--- src/hw/rtl/cmms_pkg.sv ---
package cmms_pkg;

  localparam int unsigned PtW      = 20;
  localparam int unsigned EtaW     = 16;
  localparam int unsigned PhiW     = 15;
  localparam int unsigned StatusW  = 8;
  localparam int unsigned SpeciesW = 25;
  localparam int unsigned IdW      = 24;
  localparam int unsigned CfgIdxW  = 3;
  localparam int unsigned CfgDataW = 24;
  localparam int unsigned SqW      = 32;
  localparam int unsigned MaxSlots = 4;

  // Register indexes on the configuration port.
  localparam logic [CfgIdxW-1:0] RegUseStatusTwo = 3'd0;
  localparam logic [CfgIdxW-1:0] RegUseSkipList  = 3'd1;
  localparam logic [CfgIdxW-1:0] RegSkipIdA      = 3'd2;
  localparam logic [CfgIdxW-1:0] RegSkipIdB      = 3'd3;
  localparam logic [CfgIdxW-1:0] RegSkipIdC      = 3'd4;
  localparam logic [CfgIdxW-1:0] RegSkipIdD      = 3'd5;

  // Phi in units of 1/4096 rad.
  localparam logic signed [16:0] PiFx    = 17'sd12868;
  localparam logic signed [16:0] TwoPiFx = 17'sd25736;

  // Cone radius 0.5 squared, in (1/4096)^2 units.
  localparam logic [SqW:0] ConeSq = 33'd4194304;

  localparam logic [StatusW-1:0] StatusDrop    = 8'd3;
  localparam logic [StatusW-1:0] StatusMaxKeep = 8'd1;

  localparam logic [SpeciesW-1:0] NuE   = 25'd12;
  localparam logic [SpeciesW-1:0] NuMu  = 25'd14;
  localparam logic [SpeciesW-1:0] NuTau = 25'd16;

  localparam logic signed [SpeciesW-1:0] NoSpecies = -25'sd1;

  typedef struct packed {
    logic use_status_two;
    logic use_skip_list;
  } cfg_mode_t;

  // One candidate after the cheap tests and the squaring step.
  typedef struct packed {
    logic                       pre_ok;
    logic [SqW-1:0]             deta_sq;
    logic [SqW-1:0]             dphi_sq;
    logic [PtW-1:0]             pt;
    logic signed [SpeciesW-1:0] species;
  } cand_t;

endpackage

--- src/hw/rtl/cmms_cfg.sv ---
module cmms_cfg
  import cmms_pkg::*;
#(
  parameter int unsigned SKIP_SLOTS = 4
) (
  input  logic                              clk_i,
  input  logic                              rst_ni,
  input  logic                              cfg_we_i,
  input  logic [CfgIdxW-1:0]                cfg_idx_i,
  input  logic [CfgDataW-1:0]               cfg_data_i,
  output cfg_mode_t                         mode_o,
  output logic [SKIP_SLOTS-1:0][IdW-1:0]    skip_ids_o
);

  cfg_mode_t mode_q;
  logic [SKIP_SLOTS-1:0][IdW-1:0] skip_q;

  always_ff @(posedge clk_i or negedge rst_ni) begin
    if (!rst_ni) begin
      mode_q <= '0;
    end else if (cfg_we_i) begin
      unique case (cfg_idx_i)
        RegUseStatusTwo: mode_q.use_status_two <= cfg_data_i[0];
        RegUseSkipList:  mode_q.use_skip_list  <= cfg_data_i[0];
        default: ;
      endcase
    end
  end

  for (genvar i = 0; i < SKIP_SLOTS; i++) begin : g_slot
    always_ff @(posedge clk_i or negedge rst_ni) begin
      if (!rst_ni) begin
        skip_q[i] <= '0;
      end else if (cfg_we_i && (cfg_idx_i == RegSkipIdA + CfgIdxW'(i))) begin
        skip_q[i] <= cfg_data_i[IdW-1:0];
      end
    end
  end

  assign mode_o     = mode_q;
  assign skip_ids_o = skip_q;

endmodule

--- src/hw/rtl/cmms_test.sv ---
module cmms_test
  import cmms_pkg::*;
#(
  parameter int unsigned SKIP_SLOTS = 4
) (
  input  cfg_mode_t                       mode_i,
  input  logic [SKIP_SLOTS-1:0][IdW-1:0]  skip_ids_i,
  input  logic                            present_i,
  input  logic [PtW-1:0]                  cand_pt_i,
  input  logic signed [EtaW-1:0]          cand_eta_i,
  input  logic signed [PhiW-1:0]          cand_phi_i,
  input  logic [StatusW-1:0]              cand_status_i,
  input  logic signed [SpeciesW-1:0]      cand_species_i,
  input  logic [PtW-1:0]                  ref_pt_i,
  input  logic signed [EtaW-1:0]          ref_eta_i,
  input  logic signed [PhiW-1:0]          ref_phi_i,
  output cand_t                           cand_o
);

  logic                status_ok;
  logic                skipped;
  logic                slot_hit;
  logic                pt_ok;
  logic [SpeciesW-1:0] spc_abs;
  logic signed [16:0]  deta;
  logic signed [16:0]  dphi_raw;
  logic signed [16:0]  dphi;
  logic signed [33:0]  deta_prod;
  logic signed [33:0]  dphi_prod;

  always_comb begin
    if (mode_i.use_status_two) begin
      status_ok = (cand_status_i != StatusDrop);
    end else begin
      status_ok = (cand_status_i <= StatusMaxKeep);
    end
  end

  assign spc_abs = cand_species_i[SpeciesW-1] ? (~cand_species_i + 25'd1) : cand_species_i;

  always_comb begin
    slot_hit = 1'b0;
    for (int i = 0; i < SKIP_SLOTS; i++) begin
      if ((skip_ids_i[i] != '0) && ({1'b0, skip_ids_i[i]} == spc_abs)) begin
        slot_hit = 1'b1;
      end
    end
  end

  assign skipped = mode_i.use_skip_list ? slot_hit
                 : ((spc_abs == NuE) || (spc_abs == NuMu) || (spc_abs == NuTau));

  assign pt_ok = ({cand_pt_i, 1'b0} > {1'b0, ref_pt_i});

  // Differences are taken in 17 bits, one bit wider than eta and two wider than phi, so they cannot overflow.
  assign deta     = {cand_eta_i[EtaW-1], cand_eta_i} - {ref_eta_i[EtaW-1], ref_eta_i};
  assign dphi_raw = {{2{cand_phi_i[PhiW-1]}}, cand_phi_i} - {{2{ref_phi_i[PhiW-1]}}, ref_phi_i};

  always_comb begin
    if (dphi_raw > PiFx) begin
      dphi = dphi_raw - TwoPiFx;
    end else if (dphi_raw <= -PiFx) begin
      dphi = dphi_raw + TwoPiFx;
    end else begin
      dphi = dphi_raw;
    end
  end

  assign deta_prod = deta * deta;
  assign dphi_prod = dphi * dphi;

  assign cand_o.pre_ok  = present_i && status_ok && !skipped && pt_ok;
  assign cand_o.deta_sq = deta_prod[SqW-1:0];
  assign cand_o.dphi_sq = dphi_prod[SqW-1:0];
  assign cand_o.pt      = cand_pt_i;
  assign cand_o.species = cand_species_i;

endmodule

--- src/hw/rtl/cmms_acc.sv ---
module cmms_acc
  import cmms_pkg::*;
(
  input  logic                        clk_i,
  input  logic                        rst_ni,
  input  logic                        fire_i,
  input  logic                        last_i,
  input  cand_t                       cand_i,
  input  logic                        out_stall_i,
  output logic                        out_free_o,
  output logic                        out_valid_o,
  output logic                        found_o,
  output logic signed [SpeciesW-1:0]  best_species_o,
  output logic [PtW-1:0]              best_pt_out_o
);

  logic                       have_q, have_d;
  logic [PtW-1:0]             pt_q, pt_d;
  logic signed [SpeciesW-1:0] id_q, id_d;
  logic                       ov_q, ov_d;
  logic                       found_q;
  logic signed [SpeciesW-1:0] spc_q;
  logic [PtW-1:0]             opt_q;
  logic                       in_cone;
  logic                       take;
  logic                       cur_have;
  logic [PtW-1:0]             cur_pt;
  logic signed [SpeciesW-1:0] cur_id;

  assign in_cone = ({1'b0, cand_i.deta_sq} + {1'b0, cand_i.dphi_sq}) < ConeSq;
  // A strictly larger momentum wins, so ties keep the earliest match.
  assign take    = fire_i && cand_i.pre_ok && in_cone && (!have_q || (cand_i.pt > pt_q));

  assign cur_have = have_q || take;
  assign cur_pt   = take ? cand_i.pt : pt_q;
  assign cur_id   = take ? cand_i.species : id_q;

  assign out_free_o = !ov_q || !out_stall_i;

  always_comb begin
    have_d = cur_have;
    pt_d   = cur_pt;
    id_d   = cur_id;
    ov_d   = ov_q && out_stall_i;
    if (fire_i && last_i) begin
      have_d = 1'b0;
      pt_d   = '0;
      id_d   = NoSpecies;
      ov_d   = 1'b1;
    end
  end

  always_ff @(posedge clk_i or negedge rst_ni) begin
    if (!rst_ni) begin
      have_q <= 1'b0;
      pt_q   <= '0;
      id_q   <= NoSpecies;
      ov_q   <= 1'b0;
    end else begin
      have_q <= have_d;
      pt_q   <= pt_d;
      id_q   <= id_d;
      ov_q   <= ov_d;
    end
  end

  always_ff @(posedge clk_i) begin
    if (fire_i && last_i) begin
      found_q <= cur_have;
      spc_q   <= cur_id;
      opt_q   <= cur_pt;
    end
  end

  assign out_valid_o    = ov_q;
  assign found_o        = found_q;
  assign best_species_o = spc_q;
  assign best_pt_out_o  = opt_q;

endmodule

--- src/hw/rtl/cone_match_max_pt_selector_top.sv ---
// Cone-match maximum-momentum selector. Candidates stream in one beat per
// clock while in_stall_o is low, each carrying the reference direction and
// momentum it is tested against. A candidate matches when it passes the
// status filter, is not in the skip set, has more than half the reference
// momentum and lies inside a cone of radius 0.5 in (eta, phi), with the phi
// difference wrapped into (-pi, pi]. The block keeps the highest-momentum
// match of a pass; ties keep the earliest. The beat flagged last_item closes
// the pass and yields one result beat with found, the winning species and its
// momentum (-1 and 0 when nothing matched). The pipeline takes one input beat
// every cycle while in_stall_o is low; a result passes through the input
// register, the test and square stage and the result register of the
// best-match accumulator. Input backpressure occurs only when a finished
// result is held in the result register by out_stall_i and another last beat
// reaches the accumulator. Configuration must be written while the pipeline
// is empty; the block does not enforce this. Skip slots beyond SKIP_SLOTS
// are ignored, as are writes to indexes past the register list.
module cone_match_max_pt_selector_top
  import cmms_pkg::*;
#(
  parameter int unsigned SKIP_SLOTS = 4
) (
  input  logic                        clk_i,
  input  logic                        rst_ni,
  input  logic                        cfg_we_i,
  input  logic [CfgIdxW-1:0]          cfg_idx_i,
  input  logic [CfgDataW-1:0]         cfg_data_i,
  input  logic                        in_valid_i,
  output logic                        in_stall_o,
  input  logic                        particle_present_i,
  input  logic [PtW-1:0]              cand_pt_i,
  input  logic signed [EtaW-1:0]      cand_eta_i,
  input  logic signed [PhiW-1:0]      cand_phi_i,
  input  logic [StatusW-1:0]          cand_status_i,
  input  logic signed [SpeciesW-1:0]  cand_species_i,
  input  logic [PtW-1:0]              ref_pt_i,
  input  logic signed [EtaW-1:0]      ref_eta_i,
  input  logic signed [PhiW-1:0]      ref_phi_i,
  input  logic                        last_item_i,
  output logic                        out_valid_o,
  input  logic                        out_stall_i,
  output logic                        found_o,
  output logic signed [SpeciesW-1:0]  best_species_o,
  output logic [PtW-1:0]              best_pt_out_o
);

  cfg_mode_t                      mode;
  logic [SKIP_SLOTS-1:0][IdW-1:0] skip_ids;

  // Stage one: the registered input beat.
  logic                       s1_valid_q;
  logic                       s1_present_q;
  logic [PtW-1:0]             s1_cpt_q;
  logic signed [EtaW-1:0]     s1_ceta_q;
  logic signed [PhiW-1:0]     s1_cphi_q;
  logic [StatusW-1:0]         s1_status_q;
  logic signed [SpeciesW-1:0] s1_species_q;
  logic [PtW-1:0]             s1_rpt_q;
  logic signed [EtaW-1:0]     s1_reta_q;
  logic signed [PhiW-1:0]     s1_rphi_q;
  logic                       s1_last_q;

  // Stage two: tested candidate with its squared distances.
  logic  s2_valid_q;
  logic  s2_last_q;
  cand_t s2_cand_q;
  cand_t s2_cand_d;

  logic in_accept;
  logic s1_go;
  logic s2_go;
  logic s2_fire;
  logic out_free;

  cmms_cfg #(
    .SKIP_SLOTS(SKIP_SLOTS)
  ) u_cfg (
    .clk_i     (clk_i),
    .rst_ni    (rst_ni),
    .cfg_we_i  (cfg_we_i),
    .cfg_idx_i (cfg_idx_i),
    .cfg_data_i(cfg_data_i),
    .mode_o    (mode),
    .skip_ids_o(skip_ids)
  );

  // Only a last beat can wait in stage two, and only for the result register.
  assign s2_go     = !s2_last_q || out_free;
  assign s2_fire   = s2_valid_q && s2_go;
  assign s1_go     = !s2_valid_q || s2_go;
  assign in_stall_o = s1_valid_q && !s1_go;
  assign in_accept = in_valid_i && !in_stall_o;

  always_ff @(posedge clk_i or negedge rst_ni) begin
    if (!rst_ni) begin
      s1_valid_q <= 1'b0;
      s2_valid_q <= 1'b0;
    end else begin
      if (in_accept) begin
        s1_valid_q <= 1'b1;
      end else if (s1_go) begin
        s1_valid_q <= 1'b0;
      end
      if (s1_valid_q && s1_go) begin
        s2_valid_q <= 1'b1;
      end else if (s2_go) begin
        s2_valid_q <= 1'b0;
      end
    end
  end

  always_ff @(posedge clk_i) begin
    if (in_accept) begin
      s1_present_q <= particle_present_i;
      s1_cpt_q     <= cand_pt_i;
      s1_ceta_q    <= cand_eta_i;
      s1_cphi_q    <= cand_phi_i;
      s1_status_q  <= cand_status_i;
      s1_species_q <= cand_species_i;
      s1_rpt_q     <= ref_pt_i;
      s1_reta_q    <= ref_eta_i;
      s1_rphi_q    <= ref_phi_i;
      s1_last_q    <= last_item_i;
    end
    if (s1_valid_q && s1_go) begin
      s2_cand_q <= s2_cand_d;
      s2_last_q <= s1_last_q;
    end
  end

  cmms_test #(
    .SKIP_SLOTS(SKIP_SLOTS)
  ) u_test (
    .mode_i        (mode),
    .skip_ids_i    (skip_ids),
    .present_i     (s1_present_q),
    .cand_pt_i     (s1_cpt_q),
    .cand_eta_i    (s1_ceta_q),
    .cand_phi_i    (s1_cphi_q),
    .cand_status_i (s1_status_q),
    .cand_species_i(s1_species_q),
    .ref_pt_i      (s1_rpt_q),
    .ref_eta_i     (s1_reta_q),
    .ref_phi_i     (s1_rphi_q),
    .cand_o        (s2_cand_d)
  );

  cmms_acc u_acc (
    .clk_i         (clk_i),
    .rst_ni        (rst_ni),
    .fire_i        (s2_fire),
    .last_i        (s2_last_q),
    .cand_i        (s2_cand_q),
    .out_stall_i   (out_stall_i),
    .out_free_o    (out_free),
    .out_valid_o   (out_valid_o),
    .found_o       (found_o),
    .best_species_o(best_species_o),
    .best_pt_out_o (best_pt_out_o)
  );

`ifndef SYNTHESIS
  // An empty input register never pushes back.
  a_no_stall_when_empty: assert property (@(posedge clk_i) disable iff (!rst_ni)
    !s1_valid_q |-> !in_stall_o)
    else $error("input stalled with an empty input register");

  // A pass that closes in the accumulator always produces a result beat.
  a_last_gives_result: assert property (@(posedge clk_i) disable iff (!rst_ni)
    (s2_fire && s2_last_q) |=> out_valid_o)
    else $error("closed pass produced no result beat");

  // A result without a match carries the empty values.
  a_empty_result: assert property (@(posedge clk_i) disable iff (!rst_ni)
    (out_valid_o && !found_o) |-> (best_species_o == NoSpecies && best_pt_out_o == '0))
    else $error("empty result carries stale match fields");
`endif

endmodule
--- config.mk ---
export PLATFORM = sky130hd
export DESIGN_NAME = cone_match_max_pt_selector_top
export DESIGN_NICKNAME = d
export VERILOG_FILES = /design/src/hw/rtl/cmms_pkg.sv /design/src/hw/rtl/cmms_cfg.sv /design/src/hw/rtl/cmms_test.sv /design/src/hw/rtl/cmms_acc.sv /design/src/hw/rtl/cone_match_max_pt_selector_top.sv
export SDC_FILE = /design/constraint.sdc
export NUM_CORES = 2
export LEC_CHECK = 0
export ABC_AREA = 1
export BUFFER_PORTS_ARGS = -buffer_cell sky130_fd_sc_hd__buf_2
export CORE_AREA = 2 2 331 333
export CTS_BUF_LIST = sky130_fd_sc_hd__clkbuf_16
export DETAILED_ROUTE_END_ITERATION = 10
export DIE_AREA = 0 0 333 335
export PLACE_DENSITY = 0.58
export SKIP_CTS_REPAIR_TIMING = 1
export SYNTH_ARGS = -nofsm -noshare
export SYNTH_HDL_FRONTEND = slang
export SYNTH_HIERARCHICAL = 1
export SYNTH_SLANG_ARGS = --single-unit
--- constraint.sdc ---
create_clock -name clk_i -period 9.3 [get_ports clk_i]
set_input_delay 0.93 -clock clk_i [delete_from_list [all_inputs] [get_ports clk_i]]
set_output_delay 0.93 -clock clk_i [all_outputs]
set_load 0.01 [all_outputs]
==> results by group <==
Floorplan
  – Die W: 333 um
  – Row count: 121
  – Die footprint: 0.112 mm^2
  – Die Y: 335 um
  – Core Region: 0.108 mm^2
  – Initial Utilization: 39.6%
  – Ports: 217

Clocking
  – Worst-skew pair later-pin latency: 0.65 ns
  – Clk buf depth: 3
  – Sink Count: 441
  – Num CTS Buffers: 52
  – Clk pin slew, worst setup/hold paths: 0.06 ns
  – H-tree levels: 2
  – CTS root buf: clkbuf_16
  – CTS tree: done

Placement
  – Cell count after placement: 6,504
  – I/O Buffers: 216
  – Setup WS pre-CTS: 0.285 ns
  – DP Area: 0.0451 mm^2
  – Placer Congestion: 0.919
  – Post-DP HPWL: 86.1 mm

Logic synthesis
  – Yosys cell types: 63
  – Synth Register Bits: 441
  – Yosys warns: 6
  – Syn_area_per_cell: 8.61 um^2
  – Ys async rst share: 33.3%
  – Synth area leaders: fa_1 (24%), edfxtp_1 (21%), nand2_1 (10%)
  – Post-synth EDFFs: 294
  – Synth top area share: 24.1%
  – Post-synthesis cell area: 0.0428 mm^2
  – Mapped Cells: 4,973
  – Post-synth top area cell: fa_1
  – Seq/Total Area, Yosys: 29.3%
  – Post-synth top flop: edfxtp_1

Routing
  – Detailed Route Iter0 Violations: 2,119
  – Antenna-violating nets left: 0
  – Via density: 4.81
  – Final WL: 107 mm
  – DRT Pass-1 Iters: 6
  – Remaining DRCs: 0
  – WL/cell: 16.2 um
  – DR vias: 31.8k

Worst setup path
  – Critical path class: register to register
  – CP max stage cell: nor3_1
  – Setup crit start kind: register
  – CP max stage delay: 0.58 ns
  – Worst EP arrival: 9.13 ns
  – Max FO, Critical Path: 12
  – Setup crit end kind: register
  – R2R depth: 36
  – Worst EP required: 9.68 ns

Layout
  – Fillcell total: 10.8k
  – Fin area: 0.0470 mm^2
  – Share of cells above drive strength 1: 9.91%
  – Final Net Count: 6,094
  – Final std cells w/o fill: 6,603
  – Syn-to-layout area delta: 9.64%
  – Antenna diode count: 0

Global routing
  – Largest net degree at the start of global routing: 96
  – First-pass GRT wire length: 174 mm
  – Vias in the first global route: 32.9k
  – GR Util All Layers: 19.7%
  – Initial antenna violation count: 5
  – Grt ovf: 0

STA
  – Final hold violations: 0
  – # setup viols final: 0
  – Clock Skews: 0.0444 ns
  – Setup WS post-layout: 0.540 ns
  – Unrepaired setup endpoints after global routing: no
  – Tmin final: 8.76 ns
  – Setup_tns: 0 ns
  – Worst Max-Slew Pin Slew: 0.979 ns
  – Tcrit/Tclk final: 94.2%
  – Fin. max-slew vios: 0
  – Max Fclk: 114 MHz
  – Max-slew headroom: 34.6%

Job
  – Max Cap Viol: 0

Status
  – Outcome: complete, no violations

Hold path
  – Hold Crit Class: input port to async pin
## cells in the mapped netlist (3+ instances only)
master,count
nand2_1,1160
inv_1,1072
fa_1,515
nor2_1,448
nand3_1,310
edfxtp_1,294
ha_1,265
a21oi_1,123
dfrtp_1,122
xor2_1,85
o21ai_0,59
nand4_1,57
buf_4,55
nand2_2,53
xnor2_1,44
clkbuf_1,33
buf_2,29
inv_2,29
dfstp_2,25
nor3_1,20
nor2_2,17
buf_6,13
o21bai_1,12
nand3b_1,11
o211ai_1,11
nor2_4,10
o21ai_1,9
nand2_4,8
or2_2,8
nor4_1,7
a21o_1,6
o21a_1,6
a31oi_1,4
and3_1,4
buf_1,4
clkinv_1,4
a21oi_4,3
and2_1,3
nand3_2,3
o21ai_2,3
## metrics by stage
stage / hold WS, ns / utilization [%]
final: 0.385 / 43.4
after global routing: 0.407 / 43.4
after CTS: 0.396 / 43.4
after detailed placement: 0.413 / 41.7
after global placement: 0.405 / 41.7
after floorplan: 0.400 / -
## state kept, by name (all words and copies together) (netlist names), 25 cells and up
signal	flops
u_cfg/skip_ids_o	96
u_acc/best_species_o	25
u_acc/id_q	25
s2_cand_q	110
s1_species_q	25
## worst max-delay path: cells and delay by family, from the launching register on
kind / cells / cell delay (ns)
compound gates: 2 / 0.35
xor+xnor: 2 / 0.69
fa+ha+maj: 9 / 4.00
buf+inv: 5 / 0.30
flops: 1 / 0.39
simple gates: 18 / 2.75
## path summary, 6_finish.rpt
path                                   startpoint                                to  slack [ns]
setup reg to reg           s1_rphi_q[0]$_DFFE_PP_           s2_cand_q[74]$_DFFE_PP_        0.54
hold / removal                             rst_ni  u_cfg/skip_ids_o[71]$_DFFE_PN0P_        0.39
max in group asynchronous                  rst_ni           u_acc/pt_q[2]$_DFF_PN0_        7.60
min in group clk_i            s1_last_q$_DFFE_PP_               s2_last_q$_DFFE_PP_        0.43
setup / recovery           s1_rphi_q[0]$_DFFE_PP_           s2_cand_q[74]$_DFFE_PP_        0.54
hold reg to reg               s1_last_q$_DFFE_PP_               s2_last_q$_DFFE_PP_        0.43
## layout by cell type (no fill, tap or decap), types with 6 or more instances in the layout
cell type / instances
o21a_1: 6
o21bai_1: 12
a21oi_1: 123
dfrtp_1: 122
nand3b_1: 11
edfxtp_1: 294
clkinv_2: 12
buf_4: 34
nor2_4: 11
o211ai_1: 11
inv_2: 30
nand3_1: 310
nor2_1: 446
bufinv_16: 8
a21o_1: 6
clkbuf_16: 52
or2_2: 8
nor3_1: 20
o21ai_0: 58
xor2_1: 85
inv_1: 1076
ha_1: 265
buf_2: 215
nand2_1: 1159
nor4_1: 6
dfstp_2: 25
nand2_4: 11
nand4_1: 57
nand2_2: 51
fa_1: 514
o21ai_1: 10
xnor2_1: 44
nor2_2: 18
clkinv_1: 10
## routing by layer
layer | global-route usage, % | up-vias | routed length, um
met5 | 0 | - | 46
met4 | 5.40 | 8 | 2980
met3 | 2.91 | 158 | 5450
met2 | 33.6 | 716 | 52100
met1 | 26.0 | 15394 | 46700
li1 | - | 15515 | -
## layout make-up
class	count	area (um^2)	share of cell area [%]
multi-input cells	3295	25300	54.0
flip-flops and latches	441	12500	26.7
repair buffers	250	1340	2.86
well taps	1414	1770	3.77
clock buffers	52	1300	2.77
clock inverters	46	509	1.08
inverters	1105	4160	8.85
## kinds of logic after synthesis
group | synth area share [%]
adders and majority gates | 31.8
other | 0.00876
xor gates and xnor gates | 2.70
AOI/OAI and AO/OA | 3.42
buffers and inverters | 11.7
DFF | 29.3
and+or+nand+nor | 21.1
Power is not shown: default switching activity piles up to over one toggle a cycle in this logic, so the estimate is an artifact.
